===== src/rtl/primary_ring_selector_defines.svh =====
// assertion macros shared by the ring selector modules
`ifndef PRIMARY_RING_SELECTOR_DEFINES_SVH
`define PRIMARY_RING_SELECTOR_DEFINES_SVH

`ifndef SYNTHESIS
// property checked at every clock edge outside reset
`define PRS_ASSERT(label, prop, msg) \
    label: assert property (@(posedge i_clk) disable iff (!i_rst_n) prop) else $error(msg);
// consequence checked in the cycle after the condition
`define PRS_ASSERT_NEXT(label, cond, conseq, msg) \
    label: assert property (@(posedge i_clk) disable iff (!i_rst_n) cond |=> conseq) \
        else $error(msg);
`else
`define PRS_ASSERT(label, prop, msg)
`define PRS_ASSERT_NEXT(label, cond, conseq, msg)
`endif

`endif


===== src/rtl/prs_pkg.sv =====
// shared types and constants of the primary ring selector
package prs_pkg;

    localparam int AREA_BITS  = 64;
    localparam int INDEX_BITS = 10;

    localparam logic [2:0] MIN_RING_VERTICES = 3'd4;

    typedef enum logic {
        CFG_CENTER_X = 1'b0,
        CFG_CENTER_Y = 1'b1
    } t_cfg_reg;

    typedef logic signed [AREA_BITS-1:0] t_area;

    typedef struct packed {
        t_area term;
        logic  cross_prev;
        logic  cross_close;
        logic  ring_end;
        logic  set_end;
        logic  long_ring;
    } t_edge_info;

    typedef struct packed {
        t_area area;
        logic  holds;
        logic  set_end;
    } t_ring_info;

endpackage


===== src/rtl/prs_accum.sv =====
// ring accumulator: saturating area sum and crossing parity
`include "primary_ring_selector_defines.svh"

module prs_accum (
    input  logic                i_clk,
    input  logic                i_rst_n,
    input  logic                i_valid,
    output logic                o_ready,
    input  prs_pkg::t_edge_info i_info,
    output logic                o_valid,
    input  logic                i_ready,
    output prs_pkg::t_ring_info o_ring
);

    localparam int AB = prs_pkg::AREA_BITS;

    logic signed [AB:0]  wide_sum;
    prs_pkg::t_area      sat_sum;
    logic                parity_new;
    logic                parity_fin;
    logic                take;
    prs_pkg::t_ring_info n_ring;

    logic                r_valid;
    prs_pkg::t_area      r_sum;
    logic                r_parity;
    prs_pkg::t_ring_info r_ring;

    assign wide_sum = (AB+1)'(r_sum) + (AB+1)'(i_info.term);

    always_comb begin
        if (wide_sum[AB] != wide_sum[AB-1]) begin
            sat_sum = wide_sum[AB] ? {1'b1, {(AB-1){1'b0}}} : {1'b0, {(AB-1){1'b1}}};
        end else begin
            sat_sum = wide_sum[AB-1:0];
        end
    end

    assign parity_new = r_parity ^ i_info.cross_prev;
    assign parity_fin = parity_new ^ i_info.cross_close;

    always_comb begin
        n_ring.area    = i_info.long_ring ? sat_sum : '0;
        n_ring.holds   = i_info.long_ring & parity_fin;
        n_ring.set_end = i_info.set_end;
    end

    // only a ring end needs room downstream
    assign o_ready = !i_info.ring_end || !r_valid || i_ready;
    assign take    = i_valid && o_ready;

    always_ff @(posedge i_clk) begin
        if (!i_rst_n) begin
            r_valid  <= 1'b0;
            r_sum    <= '0;
            r_parity <= 1'b0;
        end else begin
            r_valid <= (take && i_info.ring_end) || (r_valid && !i_ready);
            if (take) begin
                if (i_info.ring_end) begin
                    r_sum    <= '0;
                    r_parity <= 1'b0;
                end else begin
                    r_sum    <= sat_sum;
                    r_parity <= parity_new;
                end
            end
        end
    end

    always_ff @(posedge i_clk) begin
        if (take && i_info.ring_end) begin
            r_ring <= n_ring;
        end
    end

    assign o_valid = r_valid;
    assign o_ring  = r_ring;

    `PRS_ASSERT_NEXT(a_ring_held, r_valid && !i_ready, r_valid && $stable(r_ring), "ring lost")
    `PRS_ASSERT_NEXT(a_clear, take && i_info.ring_end, r_sum == '0 && !r_parity, "ring kept")

endmodule


===== config.mk =====
export PLATFORM = sky130hd
export DESIGN_NAME = prs_accum
export DESIGN_NICKNAME = d
export VERILOG_FILES = /design/src/rtl/prs_pkg.sv /design/src/rtl/prs_accum.sv
export VERILOG_INCLUDE_DIRS = /design/src /design/src/rtl
export SDC_FILE = /design/constraint.sdc
export NUM_CORES = 1
export LEC_CHECK = 0
export ABC_AREA = 1
export ABC_CLOCK_PERIOD_IN_PS = 2300
export BUFFER_PORTS_ARGS = -buffer_cell sky130_fd_sc_hd__buf_2
export CAP_MARGIN = 20
export CORE_ASPECT_RATIO = 0.8
export CORE_MARGIN = 1
export CORE_UTILIZATION = 30
export DETAILED_ROUTE_END_ITERATION = 8
export GPL_TIMING_DRIVEN = 0
export PLACE_DENSITY = 0.6
export SLEW_MARGIN = 20
export SYNTH_ARGS = -nofsm -noshare
export SYNTH_HDL_FRONTEND = slang
export SYNTH_SLANG_ARGS = --single-unit
export TNS_END_PERCENT = 1

===== constraint.sdc =====
create_clock -name i_clk -period 2.3 [get_ports i_clk]
set_input_delay 0.23 -clock i_clk [delete_from_list [all_inputs] [get_ports i_clk]]
set_output_delay 0.23 -clock i_clk [all_outputs]
set_load 0.02 [all_outputs]

==> impl_results.html <==
<table>
<tr><th>Metric</th><th>Value</th></tr>
<tr><th colspan="2">Run status</th></tr>
<tr><td>Outcome</td><td>finished, violations left</td></tr>
<tr><td>Failing checks</td><td>negative setup slack</td></tr>
<tr><th colspan="2">GRT</th></tr>
<tr><td>GR Util met2</td><td>0.3162</td></tr>
<tr><td>Initial antenna violation count</td><td>0</td></tr>
<tr><td>Layer with the highest usage after global routing</td><td>met1</td></tr>
<tr><td>Maximum number of pins on one net before global-route repair</td><td>35</td></tr>
<tr><td>Grt total ovfl</td><td>0</td></tr>
<tr><td>GR met1 Demand/Resource</td><td>0.3482</td></tr>
<tr><td>All-layer global routing usage</td><td>0.2249</td></tr>
<tr><td>GR Util met3</td><td>0.03359</td></tr>
<tr><td>Vias in the first global route</td><td>10.06k</td></tr>
<tr><td>Global-route wire length before repair</td><td>roughly 60,000 µm</td></tr>
<tr><th colspan="2">Timing</th></tr>
<tr><td>WHS</td><td>about 100 ps</td></tr>
<tr><td>Final hold viol count</td><td>0</td></tr>
<tr><td>Max-slew violation count</td><td>0</td></tr>
<tr><td>Final-layout setup total negative slack</td><td>-50,250 ps</td></tr>
<tr><td>Relative slew slack</td><td>0.2590</td></tr>
<tr><td>Transition at the pin with the smallest max-transition slack</td><td>around 1100 ps</td></tr>
<tr><td>Post-route minimum period</td><td>around 2800 ps</td></tr>
<tr><td>Setup-violating endpoint count in the final report</td><td>approximately 130</td></tr>
<tr><td>Maximum clock skew at final layout</td><td>between 10 and 15 ps</td></tr>
<tr><td>Unrepaired setup endpoints after global routing</td><td>yes</td></tr>
<tr><td>Minimum setup slack in the final design</td><td>-473.3 ps</td></tr>
<tr><td>Post-route clock period utilization</td><td>1.206</td></tr>
<tr><td>Max frequency</td><td>360.6 MHz</td></tr>
<tr><th colspan="2">Synth</th></tr>
<tr><td>Synthesized-area fraction occupied by adder cells</td><td>0.07682</td></tr>
<tr><td>Net count after synthesis</td><td>~1.8k</td></tr>
<tr><td>Mapped cell area</td><td>roughly 11,000 µm²</td></tr>
<tr><td>Xor and xnor area share after synthesis</td><td>0.03361</td></tr>
<tr><td>Fraction of post-synthesis cell area in the top cell type by area</td><td>0.2266</td></tr>
<tr><td>Synthesized-area fraction occupied by and/or/nand/nor cells</td><td>0.3413</td></tr>
<tr><td>Main area contributors after synthesis</td><td>nand2_1, edfxtp_1, dfxtp_1, ha_1, a21oi_1</td></tr>
<tr><td>Yosys warnings</td><td>0</td></tr>
<tr><td>Post-synthesis average cell area</td><td>between 6 and 7 µm²</td></tr>
<tr><td>Complex-gate fraction of the synthesized area</td><td>0.1435</td></tr>
<tr><td>Number of flip-flops and latches in the synthesized netlist</td><td>132</td></tr>
<tr><td>Number of standard cells after synthesis</td><td>1,625</td></tr>
<tr><td>Mux share of post-synthesis cell area</td><td>0</td></tr>
<tr><td>Sequential share of the synthesized area</td><td>0.3092</td></tr>
<tr><td>Number of different library cells in the post-synthesis netlist</td><td>36</td></tr>
<tr><td>Largest family of logic cells by synthesized area</td><td>simple AND/OR/NAND/NOR gates</td></tr>
<tr><td>Cell taking the most area after synthesis</td><td>nand2_1</td></tr>
<tr><th colspan="2">Place</th></tr>
<tr><td>Routability congestion estimate</td><td>0.9513</td></tr>
<tr><td>Post-detail-place hpwl</td><td>about 33,000 µm</td></tr>
<tr><td>Total placed instance area</td><td>about 12,000 µm²</td></tr>
<tr><td>Count of buffers inserted at the top-level ports</td><td>140</td></tr>
<tr><th colspan="2">Layout</th></tr>
<tr><td>Number of nets at the end of the flow</td><td>1,951</td></tr>
<tr><td>Area growth from synthesis to layout</td><td>28.94%</td></tr>
<tr><td>Total of fill cells in the finished design</td><td>between 3k and 4k</td></tr>
<tr><td>Core Util, Final</td><td>0.3949</td></tr>
<tr><td>Number of antenna repair diodes</td><td>0</td></tr>
<tr><td>Proportion of layout cells with a drive suffix above 1</td><td>0.2530</td></tr>
<tr><td>Most frequent cells in the layout</td><td>nand2_1, inv_1, buf_2, a21oi_1, nor2_1</td></tr>
<tr><td>Final cell area excluding filler cells</td><td>13,780 µm²</td></tr>
<tr><td>Leading cell type in the layout, fill and taps excluded</td><td>nand2_1</td></tr>
<tr><th colspan="2">Power and ir drop</th></tr>
<tr><td>Total power consumption of the routed design</td><td>just under 0.009 W</td></tr>
<tr><td>Leakage power figure</td><td>approximately 6.5 nW</td></tr>
<tr><td>Max rail drop VDD</td><td>~470 µV</td></tr>
<tr><td>Pwr Density</td><td>between 600 and 700 nW/µm²</td></tr>
<tr><th colspan="2">Hold path</th></tr>
<tr><td>Class of the tightest hold or removal check</td><td>primary input to flop</td></tr>
<tr><td>Critical hold path startpoint</td><td>i_ready</td></tr>
<tr><td>Worst hold stages</td><td>6</td></tr>
<tr><td>Hold Path Sink</td><td>o_valid$_SDFF_PN0_</td></tr>
<tr><th colspan="2">Setup path</th></tr>
<tr><td>Highest fanout seen on the critical path</td><td>8</td></tr>
<tr><td>Logic depth of the worst register-to-register path</td><td>14</td></tr>
<tr><td>FF-to-FF End</td><td>o_ring[34]$_SDFFCE_PN0P_</td></tr>
<tr><td>Critical path launch point type</td><td>flop</td></tr>
<tr><td>Critical path class</td><td>flop to flop</td></tr>
<tr><td>Slack of the worst reg-to-reg path</td><td>-470 ps</td></tr>
<tr><td>CP Data Required Time</td><td>between 2000 and 2500 ps</td></tr>
<tr><td>Arrival time at the worst endpoint</td><td>between 2000 and 3000 ps</td></tr>
<tr><td>CP endpoint kind</td><td>flop</td></tr>
<tr><td>Crit Reg-Reg Startpoint</td><td>r_sum[43]$_SDFFE_PN0P_</td></tr>
<tr><th colspan="2">Clock network</th></tr>
<tr><td>Buffer levels on the longest clock path</td><td>2</td></tr>
<tr><td>Clock-pin transition on the worst setup and hold timing paths</td><td>approximately 70 ps</td></tr>
<tr><td>CTS HTree Levels</td><td>4</td></tr>
<tr><td>CTS tree</td><td>built</td></tr>
<tr><td>Number of CTS-inserted buffers</td><td>17</td></tr>
<tr><td>Insertion delay of the later-clocked pin in the worst-skew pair</td><td>460 ps</td></tr>
<tr><td>Cell at the root of the clock tree</td><td>clkbuf_16</td></tr>
<tr><td>Sinks on Clock Net</td><td>~130</td></tr>
<tr><th colspan="2">Floorplan</th></tr>
<tr><td>Initial standard-cell utilization of the core</td><td>0.3063</td></tr>
<tr><td>Total core area</td><td>~35,000 µm²</td></tr>
<tr><td>Total die area</td><td>36,380 µm²</td></tr>
<tr><td>Row Count</td><td>61</td></tr>
<tr><td>Die extent in x</td><td>213.0 µm</td></tr>
<tr><td>I/O pin count</td><td>~140</td></tr>
<tr><td>Die height</td><td>170.8 µm</td></tr>
<tr><th colspan="2">Drt</th></tr>
<tr><td>WL/cell</td><td>about 18 µm</td></tr>
<tr><td>Via count</td><td>between 10k and 15k</td></tr>
<tr><td>Detailed Route Iter0 Violations</td><td>roughly 870</td></tr>
<tr><td>Number of search-and-repair iterations in the first detailed-routing pass</td><td>5</td></tr>
<tr><td>Number of vias per cell after detailed routing</td><td>4.763</td></tr>
<tr><td>Final ANT Viol Nets</td><td>0</td></tr>
<tr><td>Detailed-route DRC error count</td><td>0</td></tr>
<tr><td>Final Routed Wirelength</td><td>40,740 µm</td></tr>
<tr><th colspan="2">Flow run</th></tr>
<tr><td>Number of max-cap violations</td><td>0</td></tr>
</table>
## critical path: stages (launching register included)
cell       delay, ps
dfxtp_1          340
ha_4             320
nand2_1          110
inv_1            100
nand2_2           90
nor3_4           250
nand2_2          110
nor3_4           280
nand2_4          100
nand3_4          120
nand2_8           80
nand2_8          150
buf_12           180
clkbuf_16        180
a21oi_4           60
## synth_stat cells (all sizes together)
| cell | count |
|---|---|
| inv | 202 |
| o21bai | 19 |
| xor2 | 31 |
| buf | 20 |
| nand3 | 44 |
| nand3b | 14 |
| nand2b | 1 |
| nand4 | 4 |
| nor3 | 14 |
| fa | 1 |
| dfxtp | 66 |
| clkbuf | 24 |
| and2 | 22 |
| nand2 | 659 |
| nor4 | 2 |
| edfxtp | 66 |
| and3 | 1 |
| nor2 | 128 |
| a21oi | 193 |
| ha | 64 |
| o21ai | 39 |
| or2 | 1 |
| xnor2 | 10 |
## worst max-delay path by stage
stage	slack, ps	startpoint	end
2_1_floorplan	-130	r_sum[0]$_SDFFE_PN0P_	o_ring[10]$_SDFFCE_PN0P_
5_1_grt	-560	r_sum[43]$_SDFFE_PN0P_	o_ring[34]$_SDFFCE_PN0P_
3_3_place_gp	-1030	i_info[52]	r_sum[62]$_SDFFE_PN0P_
3_5_place_dp	-1080	i_info[52]	r_sum[62]$_SDFFE_PN0P_
6_report	-470	r_sum[43]$_SDFFE_PN0P_	o_ring[34]$_SDFFCE_PN0P_
4_1_cts	-430	r_sum[57]$_SDFFE_PN0P_	o_ring[48]$_SDFFCE_PN0P_
## logic make-up (layout without fill, tap and decap cells)
group,after synthesis,in the layout
AND/OR/NAND/NOR,890,890
AO/OA/AOI/OAI,251,251
buffers and inverters,246,447
flip-flops,132,132
adder cells (fa/ha/maj),65,65
XOR/XNOR,41,41
## what timing repair did
action | in CTS | in global routing
gates cloned | 1 | 1
endpoints found under the setup margin | 128 | 129
endpoints found under the hold margin | 2 | 0
setup buffers | 12 | 12
gates resized for setup | 102 | 91
hold buffers | 2 | 0
pin swaps | 11 | 19
## report_power, final
group | internal [W] | switching, W | leakage, nW | total [W]
Clock | 0.00142 | 0.00126 | 0.269 | 0.00269
Combinational | 0.00119 | 0.00208 | 5.02 | 0.00327
Sequential | 0.00269 | 0.0000849 | 1.17 | 0.00278
Total | 0.00530 | 0.00343 | 6.46 | 0.00873
## stage by stage
| step | worst slack (ps) | instances |
|---|---|---|
| global placement | -1030 | 2237 |
| detailed placement | -1081 | 2239 |
| finish | -473.3 | 2298 |
| global route | -561.7 | 2298 |
| CTS | -429.6 | 2286 |
| floorplan | -128.6 | 1625 |
## metal layers
metal  up-vias  part of all wire  wire length [µm]
li1       5522                 -                 -
met1      5088              0.53             21560
met2       302              0.40             16400
met3        34             0.054              2195
met4         0             0.014               590
met5         -                 0                 0
## state kept, by name (all words and copies together) (netlist names)
signal	count
o_ring	66
o_valid	1
r_parity	1
r_sum	64
## layout make-up
class / count / area [µm²] / area share
Tap cell: 472 / 590.6 / 0.04287
Clock inverter: 15 / 137.6 / 0.009991
Clock buffer: 17 / 425.4 / 0.03088
Multi-Input combinational cell: 1247 / 7211 / 0.5234
Inverter: 202 / 762.0 / 0.05531
Buffer: 43 / 319.1 / 0.02316
Timing Repair Buffer: 170 / 1022 / 0.07421
Sequential cell: 132 / 3308 / 0.2401
Note: power is estimated with default switching activity, not from simulation.
