--- src/rtl/primary_ring_selector_defines.svh ---
// assertion macros shared by the ring selector modules
`ifndef PRIMARY_RING_SELECTOR_DEFINES_SVH
`define PRIMARY_RING_SELECTOR_DEFINES_SVH

`ifndef SYNTHESIS
// property checked at every clock edge outside reset
`define PRS_ASSERT(label, prop, msg) \
    label: assert property (@(posedge i_clk) disable iff (!i_rst_n) prop) else $error(msg);
// consequence checked in the cycle after the condition
`define PRS_ASSERT_NEXT(label, cond, conseq, msg) \
    label: assert property (@(posedge i_clk) disable iff (!i_rst_n) cond |=> conseq) \
        else $error(msg);
`else
`define PRS_ASSERT(label, prop, msg)
`define PRS_ASSERT_NEXT(label, cond, conseq, msg)
`endif

`endif

--- src/rtl/prs_pkg.sv ---
// shared types and constants of the primary ring selector
package prs_pkg;

    localparam int AREA_BITS  = 64;
    localparam int INDEX_BITS = 10;

    localparam logic [2:0] MIN_RING_VERTICES = 3'd4;

    typedef enum logic {
        CFG_CENTER_X = 1'b0,
        CFG_CENTER_Y = 1'b1
    } t_cfg_reg;

    typedef logic signed [AREA_BITS-1:0] t_area;

    typedef struct packed {
        t_area term;
        logic  cross_prev;
        logic  cross_close;
        logic  ring_end;
        logic  set_end;
        logic  long_ring;
    } t_edge_info;

    typedef struct packed {
        t_area area;
        logic  holds;
        logic  set_end;
    } t_ring_info;

endpackage

--- src/rtl/prs_choose.sv ---
// primary ring choice and result register
`include "primary_ring_selector_defines.svh"

module prs_choose #(
    parameter int MAX_RINGS = 1024
) (
    input  logic                               i_clk,
    input  logic                               i_rst_n,
    input  logic                               i_valid,
    output logic                               o_ready,
    input  prs_pkg::t_ring_info                i_ring,
    output logic                               o_valid,
    input  logic                               i_out_ready,
    output logic [prs_pkg::INDEX_BITS-1:0]     o_ring_number,
    output logic signed [prs_pkg::AREA_BITS-1:0] o_ring_twice_area,
    output logic                               o_ring_holds_center,
    output logic [prs_pkg::INDEX_BITS-1:0]     o_chosen_ring,
    output logic                               o_chosen_needs_reverse,
    output logic                               o_chosen_holds_center,
    output logic                               o_final_choice
);

    localparam int RW = $clog2(MAX_RINGS);
    localparam int AB = prs_pkg::AREA_BITS;
    localparam int IB = prs_pkg::INDEX_BITS;
    localparam logic [RW-1:0] LAST_RING = RW'(MAX_RINGS - 1);

    logic          neg;
    logic [AB-1:0] mag;
    logic          upd_in;
    logic          upd_any;
    logic          n_in_found;
    logic [RW-1:0] n_in_idx;
    logic [AB-1:0] n_in_mag;
    logic          n_in_neg;
    logic [RW-1:0] n_any_idx;
    logic [AB-1:0] n_any_mag;
    logic          n_any_neg;
    logic [RW-1:0] ch_idx;
    logic          ch_neg;
    logic          take;

    logic          r_out_valid;
    logic [RW-1:0] r_cnt;
    logic          r_in_found;
    logic [RW-1:0] r_in_idx;
    logic [AB-1:0] r_in_mag;
    logic          r_in_neg;
    logic          r_any_found;
    logic [RW-1:0] r_any_idx;
    logic [AB-1:0] r_any_mag;
    logic          r_any_neg;

    logic [IB-1:0]          r_out_ring;
    logic signed [AB-1:0]   r_out_area;
    logic                   r_out_ring_in;
    logic [IB-1:0]          r_out_ch_idx;
    logic                   r_out_ch_neg;
    logic                   r_out_ch_in;
    logic                   r_out_final;

    assign neg = i_ring.area[AB-1];
    assign mag = neg ? (AB'(0) - i_ring.area) : i_ring.area;

    // earlier ring keeps the choice on equal magnitude
    assign upd_in  = i_ring.holds && (!r_in_found || (mag > r_in_mag));
    assign upd_any = !r_any_found || (mag > r_any_mag);

    always_comb begin
        n_in_found = r_in_found | upd_in;
        n_in_idx   = upd_in ? r_cnt : r_in_idx;
        n_in_mag   = upd_in ? mag : r_in_mag;
        n_in_neg   = upd_in ? neg : r_in_neg;
        n_any_idx  = upd_any ? r_cnt : r_any_idx;
        n_any_mag  = upd_any ? mag : r_any_mag;
        n_any_neg  = upd_any ? neg : r_any_neg;
        ch_idx     = n_in_found ? n_in_idx : n_any_idx;
        ch_neg     = n_in_found ? n_in_neg : n_any_neg;
    end

    assign o_ready = !r_out_valid || i_out_ready;
    assign take    = i_valid && o_ready;

    always_ff @(posedge i_clk) begin
        if (!i_rst_n) begin
            r_out_valid <= 1'b0;
            r_cnt       <= '0;
            r_in_found  <= 1'b0;
            r_any_found <= 1'b0;
        end else begin
            r_out_valid <= take || (r_out_valid && !i_out_ready);
            if (take) begin
                if (i_ring.set_end) begin
                    r_cnt       <= '0;
                    r_in_found  <= 1'b0;
                    r_any_found <= 1'b0;
                end else begin
                    r_cnt       <= (r_cnt == LAST_RING) ? '0 : r_cnt + RW'(1);
                    r_in_found  <= n_in_found;
                    r_any_found <= 1'b1;
                end
            end
        end
    end

    always_ff @(posedge i_clk) begin
        if (take) begin
            r_in_idx      <= n_in_idx;
            r_in_mag      <= n_in_mag;
            r_in_neg      <= n_in_neg;
            r_any_idx     <= n_any_idx;
            r_any_mag     <= n_any_mag;
            r_any_neg     <= n_any_neg;
            r_out_ring    <= IB'(r_cnt);
            r_out_area    <= i_ring.area;
            r_out_ring_in <= i_ring.holds;
            r_out_ch_idx  <= IB'(ch_idx);
            r_out_ch_neg  <= ch_neg;
            r_out_ch_in   <= n_in_found;
            r_out_final   <= i_ring.set_end;
        end
    end

    assign o_valid                = r_out_valid;
    assign o_ring_number          = r_out_ring;
    assign o_ring_twice_area      = r_out_area;
    assign o_ring_holds_center    = r_out_ring_in;
    assign o_chosen_ring          = r_out_ch_idx;
    assign o_chosen_needs_reverse = r_out_ch_neg;
    assign o_chosen_holds_center  = r_out_ch_in;
    assign o_final_choice         = r_out_final;

    `PRS_ASSERT(a_inside_has_any, r_in_found |-> r_any_found, "inside choice without any choice")
    `PRS_ASSERT(a_in_chosen, r_out_valid && r_out_ring_in |-> r_out_ch_in, "choice lost")
    `PRS_ASSERT_NEXT(a_set_clr, take && i_ring.set_end, !r_any_found && r_cnt == '0, "set kept")

endmodule

--- config.mk ---
export PLATFORM = sky130hd
export DESIGN_NAME = prs_choose
export DESIGN_NICKNAME = d
export VERILOG_FILES = /design/src/rtl/prs_pkg.sv /design/src/rtl/prs_choose.sv
export VERILOG_INCLUDE_DIRS = /design/src /design/src/rtl
export SDC_FILE = /design/constraint.sdc
export NUM_CORES = 1
export LEC_CHECK = 0
export ABC_CLOCK_PERIOD_IN_PS = 9700
export BUFFER_PORTS_ARGS = -buffer_cell sky130_fd_sc_hd__buf_4
export CAP_MARGIN = 10
export CORE_AREA = 2 2 210 212
export CTS_CLUSTER_DIAMETER = 60
export DETAILED_ROUTE_END_ITERATION = 10
export DIE_AREA = 0 0 212 214
export PLACE_DENSITY = 0.46
export SYNTH_ARGS = -nofsm -noshare
export SYNTH_HDL_FRONTEND = slang
export SYNTH_SLANG_ARGS = --single-unit
--- constraint.sdc ---
create_clock -name i_clk -period 9.7 [get_ports i_clk]
set_input_delay 0 -clock i_clk [delete_from_list [all_inputs] [get_ports i_clk]]
set_output_delay 0 -clock i_clk [all_outputs]
set_load 0.01 [all_outputs]
==> run summary, run 1 <==
The flow ran to the end, and the final reports show no timing, DRC or antenna violations. The tools report the start point of the critical path as i_ring[23]. The die covers 45400 sq um.

The largest fanout on the critical path was 42; the number of synthesized register bits was 251. The clock network fraction of design power is 40.8%, and the number of library cell types mapped by synthesis is 52. After clock tree synthesis, the clock-pin slew on the worst setup and hold paths is 60 ps.

TritonCTS built the clock tree. The number of hold violations in the final report is 0, and the total vias in the final route is 8866. The synthesized area was 12800 sq um.

The internal power of the cells totals 2.18 mW. In the synthesized netlist the dominant register cell turns out to be edfxtp_1. Buffers added to address setup during post-CTS repair amount to 0. The root buffer selected by CTS is clkbuf_16.

The tools report the worst endpoint data arrival time as 7080 ps. For the finished layout, the period the worst path requires is 6910 ps. The endpoint of the most critical register-to-register path was r_in_mag[13]. The reported leakage power was 6.74 nW; the fraction of final layout cells with drive strength greater than 1 was 18.2%.

CTS saw 251 sinks. During synthesis, Yosys emitted a total of 0 warnings. For the pin with the worst max-slew slack, the measured transition is 1200 ps. The run gives 38.5% as the share of the core filled with cells in the final layout. The growth of design area from synthesis to finish is 28.8%, and the number of nets still failing antenna checks after routing is 0. The H-tree was split into 2 levels. The floorplan has 76 rows. The tools report the worst hold slack after final layout as 35.9 ps. The slowest stage of the critical path belongs to the cell nor4b_1. The most critical setup path has its endpoint at r_in_mag[13]. The number of enable-type register cells in the synthesized netlist came out at 238. The startpoint identified for the worst register-to-register timing path is r_in_mag[62].

The clock arrives with 22.4 ps of skew. The number of global-route vias before repair was 9027; the worst reg-to-reg setup slack was 5420 ps. Of the available clock period, the critical path in the final layout requires 71.2%. The critical path in this run is classified as in2reg. Based on the critical path, the design can be clocked at up to 145 MHz. For this configuration, the core starts out at a cell density of 29.9%. The critical path goes through dlygate4sd3_1, buf_4, or4_4, or4_4, nor4_4, nand3_2, or3_4, or3_1, a21oi_2, xnor2_1, ha_1, nand4_1, nor3_1, nor4b_1, o31ai_1, and3_1, nand2_1, nand2_1, a21oi_4, buf_4. 160 I/O pins were placed. The number of antenna violations at the first check in global routing was 0; the vias per cell was 4.61.

The die is 212 um wide. Synthesis handed over a netlist of 1058 instances. The average instance in the mapped netlist occupies 12.1 sq um.

The worst setup path is captured at a flop. During placement, the flow inserted port buffers numbering 159. Adding up every negative setup slack in the final design gives 0 ps. Worst min-delay path class: in2reg.

The logs give 32.9 mm for the total routed wirelength and 0 for the sum of overflow across all layers after global routing. Entering global routing, the biggest net connects 72 pins. Leading cell type in the layout, fill and taps excluded: edfxtp_1. The final setup violation count was 0; the number of remaining DRC errors was 0.

Largest buffer count on any clock path: 3. The kind of start point of the critical path was a primary input. The pre-antenna-repair detailed-routing pass consisted of 5 iterations. Measured in cells, the most critical reg-to-reg path has a length of 11. Global routing used 14.8% of the available tracks across all layers. In this run, the number of DRC markers left after iteration 0 of detailed routing was 576. Leaving out fill and tap cells, the most frequent cells in the layout are edfxtp_1, buf_4, inv_1. The worst stage delay on the critical path was 770 ps; the number of CTS-inserted buffers was 36. The count of pins over their slew limit is 0, and the half-perimeter wire length of the detailed placement result is 23.2 mm. The remaining max-slew budget at the tightest pin came out at 20.2%. Setup repair after global routing left no endpoint under its margin. The latest clock arrival within the worst-skew pair is 540 ps, and the ratio of total power to cell area is 178 nW/um^2. Synthesis produced a netlist with a net count of 1258. The number of nets at the end of the flow was 1514. The share of synthesized registers carrying an async set or reset came out at 0%. In this run the vertical extent of the chip is 214 um. The logs give 0.773 for the weighted congestion at the end of routability-driven global placement and 44.3% for the relative contribution of sequential cells to total power. The number of max-cap violations was 0. The analysis attributes to net switching a power of 0.764 mW. Share of the yosys chip area belonging to registers: 57.7%. Gates resized during post-CTS repair numbered 0. The antenna diode instance count is 0, and the area of the core region is 42900 sq um. Per report_power, the combinational group accounts for 14.9% of the total.

VDD sags by at most 0.0000895 V. The global-route wire length before repair came out at 51.6 mm. Net switching is 26.0% of the power. The average wire per cell in the routed design works out to 17.1 um.

Data on the critical path is required at its endpoint by 9870 ps.
-- how the worst min path moves through the flow --
stage,from,to,slack [ps],cells after the start
floorplan,i_ring[0],o_final_choice,100,0
global placement,i_ring[17],o_ring_twice_area[15],200,1
detailed placement,i_ring[17],o_ring_twice_area[15],200,1
CTS,i_ring[65],o_ring_twice_area[63],40,1
global route,i_ring[65],o_ring_twice_area[63],60,1
finish,i_ring[65],o_ring_twice_area[63],40,1
-- critical path, delay by kind of cell --
family,cells,cell delay (ps)
adder cells (fa/ha/maj),1,320
AO/OA/AOI/OAI,3,1050
XOR/XNOR,1,130
buffers and inverters,3,1350
AND/OR/NAND/NOR,12,4180
-- layout make-up --
class	count	area [sq um]
fill	4182	26400
sequential	251	7410
multi-input combinational	635	4800
timing repair buffer	234	1930
clock buffer	42	965
tap	585	732
inverter	156	588
clock inverter	20	111
-- repair_timing --
item	4_1_cts	5_1_grt
setup endpoints to repair	0	0
endpoints found under the hold margin	205	0
hold buffers	68	0
-- synth_stat cells, types with 5 or more instances --
master      n  area, sq um
nand4_1    28          175
a31oi_1     5         31.3
ha_1      130         1630
and3_1     11         68.8
mux2_2     12          135
o31ai_1    16          120
nor4_1     12         75.1
or3_1       9         56.3
inv_1     156          586
edfxtp_1  238         7150
dfxtp_1    13          260
nand2_1    66          248
o21ai_0    58          290
nand2b_1    7         43.8
a21o_1      9         67.6
xnor2_1    61          534
or4_1       7         52.6
nor3_1     24          120
nor2_1     20         75.1
a22oi_1     6         45.0
o41ai_1     8         70.1
nor2b_1    11         68.8
nand3_1    18         90.1
clkbuf_1   12         45.0
a221oi_1   13          114
a21oi_1    62          310
-- sequential cells by signal (all words and copies together), names as in the netlist, 10 cells and up --
name,cells
o_ring_number,10
r_any_idx,10
o_ring_twice_area,64
r_in_mag,64
r_in_idx,10
r_cnt,10
o_chosen_ring,10
r_any_mag,64
-- routing by layer --
layer	part of all wire (%)	wire, um	track usage [%]
met3	3.8	1260	2.36
met4	2.2	727	5.02
met1	47	15600	20.1
met2	47	15300	23.9
met5	0	0	0
-- metrics by stage --
step                instance area, sq um  worst slack (ps)  power, mW  instances
global route                       16500              2090       3.09       1923
floorplan                          12800              1070       1.58       1058
finish                             16500              2790       2.94       1923
CTS                                16500              2650       2.99       1923
global placement                   14800              2830       1.74       1793
detailed placement                 14800              2640       1.74       1793
-- cell families after synthesis --
| group | synth area share, % |
|---|---|
| flip-flops | 57.7 |
| AND/OR/NAND/NOR | 9.78 |
| multiplexers | 1.13 |
| adder cells (fa/ha/maj) | 12.7 |
| buffers and inverters | 5.03 |
| AO/OA/AOI/OAI | 9.51 |
| XOR/XNOR | 4.16 |
-- power groups by stage --
| stage | Sequential, mW | Combinational (mW) | Clock [mW] |
|---|---|---|---|
| after floorplan | 1.34 | 0.240 | 0 |
| after global placement | 1.32 | 0.419 | 0 |
| after detailed placement | 1.32 | 0.419 | 0 |
| after CTS | 1.30 | 0.444 | 1.24 |
| after global routing | 1.31 | 0.498 | 1.29 |
| final | 1.30 | 0.437 | 1.20 |
(Power assumes the default switching activity.)
==> run 2, diff against run 1 <==
--- a/config.mk
+++ b/config.mk
@@ -6,14 +6,15 @@
 export SDC_FILE = /design/constraint.sdc
 export NUM_CORES = 1
 export LEC_CHECK = 0
-export ABC_CLOCK_PERIOD_IN_PS = 9700
+export ABC_AREA = 1
+export ABC_CLOCK_PERIOD_IN_PS = 7000
 export BUFFER_PORTS_ARGS = -buffer_cell sky130_fd_sc_hd__buf_4
 export CAP_MARGIN = 10
-export CORE_AREA = 2 2 210 212
+export CORE_AREA = 2 2 218 220
 export CTS_CLUSTER_DIAMETER = 60
 export DETAILED_ROUTE_END_ITERATION = 10
-export DIE_AREA = 0 0 212 214
-export PLACE_DENSITY = 0.46
+export DIE_AREA = 0 0 220 222
+export PLACE_DENSITY = 0.45
 export SYNTH_ARGS = -nofsm -noshare
 export SYNTH_HDL_FRONTEND = slang
 export SYNTH_SLANG_ARGS = --single-unit
==> constraint.sdc (replaced) <==
create_clock -name i_clk -period 7 [get_ports i_clk]
set_input_delay 0 -clock i_clk [delete_from_list [all_inputs] [get_ports i_clk]]
set_output_delay 0 -clock i_clk [all_outputs]
set_load 0.01 [all_outputs]
==> run 2 against run 1 <==
Combinational power grew 48%. Utilization shrank 0.46 points. Hold slack gained 100 ps. Count of clock-buffer cells in the layout is the same. Largest cell class unchanged. Worst setup slack lost 1600 ps. Power grew 46%. Routed wire length grew 12%. Register-to-register slack lost 2200 ps. Clock skew grew 6.6 ps.
==> run summary, run 2 <==
For the remaining max-slew budget at the tightest pin, the log shows 23.6%. The flow ran to the end, and the final reports show no timing, DRC or antenna violations. The H-tree was split into 2 levels. The largest total area in the synthesized netlist belongs to edfxtp_1. In this run the worst hold path is classified as in2reg. Worst endpoint data arrival time: 5940 ps. The highest achievable clock rate is 173 MHz, and the DRC marker count from the first detailed-route iteration is 541.

TritonCTS built the clock tree. At the worst endpoint, the required time is 7180 ps. After layout, the worst path uses 82.4% of the clock period.

In this run, the clock network consumes 42.9% of the power. Counting distinct cell types in the post-synthesis netlist gives 51. The worst setup path is launched from a primary input. In the final layout, the share of cells above drive strength 1 is 16.5%. In this run the vertical extent of the chip is 222 um. The logs give 42.0% for the relative contribution of sequential cells to total power and 15700 sq um for the cell area reported after detailed placement.

The synthesized design contains 251 register bits. Setup repair after global routing left no endpoint under its margin. The synthesized netlist occupies a cell area of 13800 sq um. The tools report the number of CTS-inserted buffers as 36. The worst setup path is of the in2reg kind. The logs give 3 for the largest buffer count on any clock path and 1.13 mW for the switching power total. The first global-routing pass estimated 57.4 mm of wire.

Compared with the post-synthesis result, the final layout area differs by 28.0%. For this run, the post-layout net count is 1815. For this block, the routed nets add up to 36.7 mm of wire. Leaving out fill and tap cells, the most frequent cells in the layout are edfxtp_1, nand2_1, inv_1. Entering global routing, the biggest net connects 69 pins.

Synthesis produced a netlist with a net count of 1560. The most used flip-flop cell after synthesis was edfxtp_1. In the final routed layout, each cell accounts on average for 16.3 um. In the final timing run, aggregate negative setup slack is 0 ps. The die is 220 um wide. The post-layout minimum cycle time came out at 5770 ps. For this run, the number of Yosys warnings is 0. After floorplanning, the core was sized to cover 46300 sq um.

Leaving out filler cells and counting taps, the final layout contains 2250. The number of global-route vias before repair was 10200. Switching power share of the total: 26.4%. Hold timing on the final database bottoms out at a slack of 138 ps. The latest clock arrival within the worst-skew pair is 550 ps.

The number of gates resized after CTS was 0. Reported leakage power: 7.68 nW. Once the floorplan was initialized, standard cells occupied 29.7% of the core. Synthesis handed over a netlist of 1360 instances.

The number of antenna violations at the first check in global routing came out at 2. For the worst clock skew, the log shows 29.0 ps. The floorplan has 79 rows.

The total overflow left after global routing is 0. The tools report the half-perimeter wire length of the detailed placement result as 27.0 mm. The run gives 0.000149 V as the largest vdd supply drop. At the end of routability-driven placement, the weighted congestion stood at 0.813. Dividing total power by cell area gives a power density of 243 nW/um^2.

The number of input and output port buffers inserted was 159. The library cell used most frequently in the layout, excluding fill and tap cells, is edfxtp_1. The most common cell in the synthesized netlist is edfxtp_1.

The number of enable-type register cells in the synthesized netlist works out to 238. The share of synthesized registers carrying an async set or reset was 0%. The combinational power share was 15.1%; the count of pins over their slew limit was 0. After clock tree synthesis, the clock-pin slew on the worst setup and hold paths is 50 ps.

The first detailed-routing pass took 5 iterations. For the pin with the worst max-slew slack, the measured transition is 1140 ps. The total global routing track utilization is 15.3%, and the mean instance size in the synthesized netlist is 10.1 sq um. Along the worst path, the maximum fanout reaches 64. The synthesized design devotes to its leading area cell type 51.9% of total area. The total vias in the final route was 10100; the share of the yosys chip area belonging to registers was 53.8%. In the post-synthesis netlist, the biggest area contributors are edfxtp_1, ha_1, nand2_1.

Buffer count from post-CTS setup fixing: 0. The tools report the number of hold violations in the final report as 0. Summing all non-filler instances in the final layout gives an area of 17600 sq um.

In this run the remaining antenna-violating nets after routing total 0. The logs give 2116 for the count of placed standard cells including taps and 3.15 mW for the internal power component. Counting every sink on the clock net gives 251. Setup violations remaining at the end of the flow were counted as 0. The vias per cell works out to 4.50.

Max-cap violations in this run came to 0. The tools report the number of remaining DRC errors as 0. In the synthesized netlist, the cells that appear most often are edfxtp_1, nand2_1, inv_1, ha_1, nor2_1. Number of top-level design ports: 160. Root buffer selected by CTS: clkbuf_16.

The number of antenna diodes in the final layout is 0. The worst setup path is captured at a flop. Fill cells in the final layout number 4638.

The die covers 48800 sq um.
run 2: cell count changes after synthesis, sizes merged, moves of 17 or more:
cell	previous run	this run
nand2	66	230
nor2	20	123
inv	156	233
nand3	19	77
xnor2	61	23
xor2	0	38
and2	3	23
o21ai	58	41
run 2: worst max-delay path, cell delays in order:
cell and delay [ps]:
dlygate4sd3_1 530, buf_4 150, inv_2 110, ha_1 390
inv_2 70, nor3_2 170, nand2_2 180, nor2_1 150
nand3_1 130, nor2_2 190, nand4_2 140, nor2_1 250
nand2_1 80, nand2_1 80, xor2_1 380, ha_1 190
nand2_1 60, nor2_1 190, nand3_1 190, nor4_1 830
nand2_1 110, nand2_1 160, nand2_1 70, nand2_1 60
nand2_1 350, a21oi_4 280, buf_12 380
run 2: power groups by stage:
stage / Sequential (mW) / Combinational [mW] / Clock [mW]
CTS: 1.80 / 0.661 / 1.90
global placement: 1.83 / 0.621 / 0
floorplan: 1.85 / 0.362 / 0
finish: 1.80 / 0.648 / 1.84
global route: 1.81 / 0.748 / 1.96
detailed placement: 1.83 / 0.626 / 0
run 2: layout make-up:
| type | instances | area, sq um | share of cell area [%] |
|---|---|---|---|
| clock buffer | 42 | 945 | 5.36 |
| clock inverter | 24 | 267 | 1.51 |
| inverter | 234 | 881 | 5.00 |
| multi-input combinational | 859 | 5410 | 30.7 |
| sequential | 251 | 7410 | 42.0 |
| tap | 607 | 759 | 4.31 |
| timing repair buffer | 233 | 1940 | 11.0 |
run 2: cells by family (layout without fill, tap and decap cells):
kind of cell	count (synthesis)	count (layout)	share of synthesized area [%]
simple gates	527	527	17.9
flops	251	251	53.8
fa+ha+maj	130	130	11.8
compound gates	141	141	5.65
xor+xnor	61	61	3.88
buf+inv	250	533	6.97
run 2: final timing paths:
| kind | from | end | slack (ps) | cells after the start |
|---|---|---|---|---|
| setup reg to reg | r_any_mag[15] | r_any_mag[46] | 3230 | 13 |
| setup / recovery | i_ring[2] | r_any_mag[46] | 1230 | 27 |
| hold / removal | i_ring[65] | o_ring_twice_area[63] | 140 | 2 |
| hold reg to reg | r_cnt[4] | o_ring_number[4] | 470 | 0 |
run 2: metrics by stage:
stage / power (mW) / utilization (%) / worst slack (ps)
2_1_floorplan: 2.21 / - / 738
3_3_place_gp: 2.45 / 34.0 / 1110
3_5_place_dp: 2.46 / 34.0 / 1140
4_1_cts: 4.36 / 38.1 / 1140
5_1_grt: 4.52 / 38.1 / 575
6_report: 4.29 / 38.1 / 1230
run 2: repair_timing:
item / CTS / global route
endpoints found under the hold margin: 205 / 0
hold buffers: 68 / 0
setup endpoints to repair: 0 / 0
run 2: routing by layer:
metal / GRT usage (%) / part of all wire, % / vias up / wire [um]
met1: 21.5 / 49 / 4731 / 17900
li1: - / - / 5116 / -
met3: 2.55 / 4.4 / 62 / 1620
met5: 0 / 0.041 / - / 15
met2: 23.6 / 44 / 224 / 16100
met4: 5.54 / 3.0 / 2 / 1110
==> run 3, diff against run 2 <==
--- a/config.mk
+++ b/config.mk
@@ -7,7 +7,7 @@
 export NUM_CORES = 1
 export LEC_CHECK = 0
 export ABC_AREA = 1
-export ABC_CLOCK_PERIOD_IN_PS = 7000
+export ABC_CLOCK_PERIOD_IN_PS = 5700
 export BUFFER_PORTS_ARGS = -buffer_cell sky130_fd_sc_hd__buf_4
 export CAP_MARGIN = 10
 export CORE_AREA = 2 2 218 220
==> constraint.sdc (replaced) <==
create_clock -name i_clk -period 5.7 [get_ports i_clk]
set_input_delay 0 -clock i_clk [delete_from_list [all_inputs] [get_ports i_clk]]
set_output_delay 0 -clock i_clk [all_outputs]
set_load 0.01 [all_outputs]
==> run 3 against run 2 <==
Hold slack improved by 77 ps. Sequential share of layout area fell by 0.10 points. Via count rose by 0.34%. Global-route usage rose by 0.051 points. Worst setup slack got worse by 650 ps. Register-to-register slack got worse by 690 ps. Clock power rose by 18%. Utilization rose by 0.095 points. Combinational power rose by 25%. Flip-flop and latch count did not move. Power rose by 21%.
==> run summary, run 3 (synthesized netlist as in run 2, its figures left out) <==
The number of clock buffers added by TritonCTS is 36. From left edge to right edge, the die measures 220 um. The leading cell type in the layout, fill and taps excluded was edfxtp_1.

The tools report the number of hold violations in the final report as 0. The flow ran to the end, and the final reports show no timing, DRC or antenna violations. The largest fanout on the critical path works out to 12. The global-route wire length before repair is 57.3 mm. The core region is 46300 sq um. Max-cap violations in this run came to 0. After detailed routing, the met3 layer carries 1.81 mm of wire. The data required time at the worst endpoint is 5970 ps, and the die area is 48800 sq um. Cells fill 38.2% of the core in the end. Category of the worst setup path capture point: a flop. For the worst slack after detailed placement, the log shows 560 ps. For the final database, setup skew stands at 17.1 ps. Worst min-delay path class: in2reg. In this run the register-to-register setup slack is 2540 ps. The library cell appearing most often on the critical path is nand2_1. The run gives 79 as the site row count. Buffer count from post-CTS setup fixing: 0. The beginning of the worst hold path is i_ring[3].

In this run the power density over the cells is 295 nW/um^2. Overall power consumption after layout is estimated at 5.20 mW. In this run the deepest clock path goes through 3 buffers.

The run gives 0.000187 V as the largest vdd supply drop. For this configuration, the core starts out at a cell density of 29.7%. For this block, the initial DRC count from the detailed router was 615. For this run, the number of standard cells in the final layout without fillers is 2255. For this run, the detailed router's first-pass iteration total came to 5. The total global routing track utilization is 15.3%, and the worst hold slack after final layout is 215 ps. The run gives 37.2 mm as the total routed wirelength.

The start point of the critical path was i_ring[2]. The post-route netlist has 16.5% of its cells at a drive strength greater than 1. The sum of overflow across all layers after global routing was 0; the latest clock arrival within the worst-skew pair was 530 ps.

The worst setup path is launched from a primary input. Of the available clock period, the critical path in the final layout requires 89.7%. The critical path is of the in2reg type.

Using the TritonRoute via totals, the vias-per-cell ratio works out to 4.51. The area growth from synthesis to layout is 28.3%. For the weighted congestion at the end of routability-driven global placement, the log shows 0.828. The tree built by TritonCTS fans out to 251 sinks. 160 I/O pins were placed.

The repair_antennas step left the layout with diodes totalling 0. The root buffer cell chosen for the clock tree is clkbuf_16. The H-tree was split into 2 levels. The count of pins over their slew limit is 0, and the number of antenna violations at the first check in global routing is 0. Number of nets at the end of the flow: 1822. Setup repair after global routing left no endpoint under its margin. The worst stage delay on the critical path was 530 ps.

Detailed placement ended at an HPWL of 27.3 mm. Derived from the worst setup path, the maximum achievable clock frequency is 196 MHz. Cell class contributing the biggest share of worst-path delay: simple AND/OR/NAND/NOR gates.

TritonCTS built the clock tree. In the layout the commonest cells are edfxtp_1, nand2_1, inv_1. On the critical path, the stage with the largest delay is an instance of dlygate4sd3_1. The average wire per cell in the routed design works out to 16.5 um. The slew of the pin with the lowest slew margin was 1010 ps; the critical path buffer and inverter count was 5. In this run the cell area measured after placement is 15800 sq um. Top routing layer in use: met4. Once detail routing completed, the nets flagged for antenna violations numbered 0.

The run gives 10200 as the total vias in the final route. In this run the critical register-to-register path is launched from r_in_mag[15]. The final setup slack of the worst path was 587 ps; the post-layout minimum cycle time was 5110 ps.

The number of global-route vias before repair was 9986; the total length of routed met2 wires was 16.2 mm. Setup violations remaining at the end of the flow were counted as 0. After clock tree synthesis, the clock-pin slew on the worst setup and hold paths is 50 ps. In the routed design, unresolved DRC markers number 0.

The finished layout cell area is 17700 sq um. The reported leakage power was 7.71 nW. Summed over all failing endpoints, the final setup total negative slack is 0 ps. Headroom to the max-slew limit came out at 32.5%.

From bottom edge to top edge, the die measures 222 um. The worst endpoint data arrival time was 5380 ps. The count of placed standard cells including taps came out at 2122. Entering global routing, the biggest net connects 74 pins. The number of input and output port buffers inserted works out to 159. The run gives 18.0 mm as the total routed wire length on the met1 layer.
## run 3: layout make-up
class	count	area, sq um
Multi-Input combinational cell	859	5410
Clock buffer	45	966
Fill cell	4589	28600
Sequential cell	251	7410
Inverter	234	881
Timing Repair Buffer	240	2040
Clock inverter	19	196
Tap cell	607	759
## run 3: where the power goes
part	internal [mW]	leakage, nW	total (mW)	switching (mW)
Clock	1.35	0.563	2.18	0.834
Sequential	2.18	2.39	2.21	0.0351
Combinational	0.318	4.75	0.810	0.492
Total	3.84	7.71	5.20	1.36
## run 3: worst reg2reg max path: stages, from the launching register on
cell	delay [ps]
edfxtp_1	320
inv_1	40
ha_1	280
nand2_1	80
nor2_1	210
nand4_1	190
nor3b_1	490
nand3_1	130
nand2_1	140
nand2_1	300
nand2_1	240
buf_4	220
nand2_1	90
nand3_1	80
nand2_1	80
## run 3: what timing repair did
action,CTS,global route
endpoints found under the hold margin,206,0
resized for setup,0,0
hold buffers,69,0
## run 3: layer usage
layer,GRT usage (%),up-vias
met3,2.47,64
met4,5.52,0
met2,23.4,239
met5,0,-
li1,-,5115
met1,21.9,4751
## run 3: path summary, 6_finish.rpt
| kind | to | cells past startpoint |
|---|---|---|
| worst max-delay path | o_chosen_ring[4] | 28 |
| worst min-delay path | o_ring_twice_area[1] | 2 |
| worst max register to register | o_chosen_ring[4] | 14 |
| worst min register to register | o_ring_number[4] | 0 |
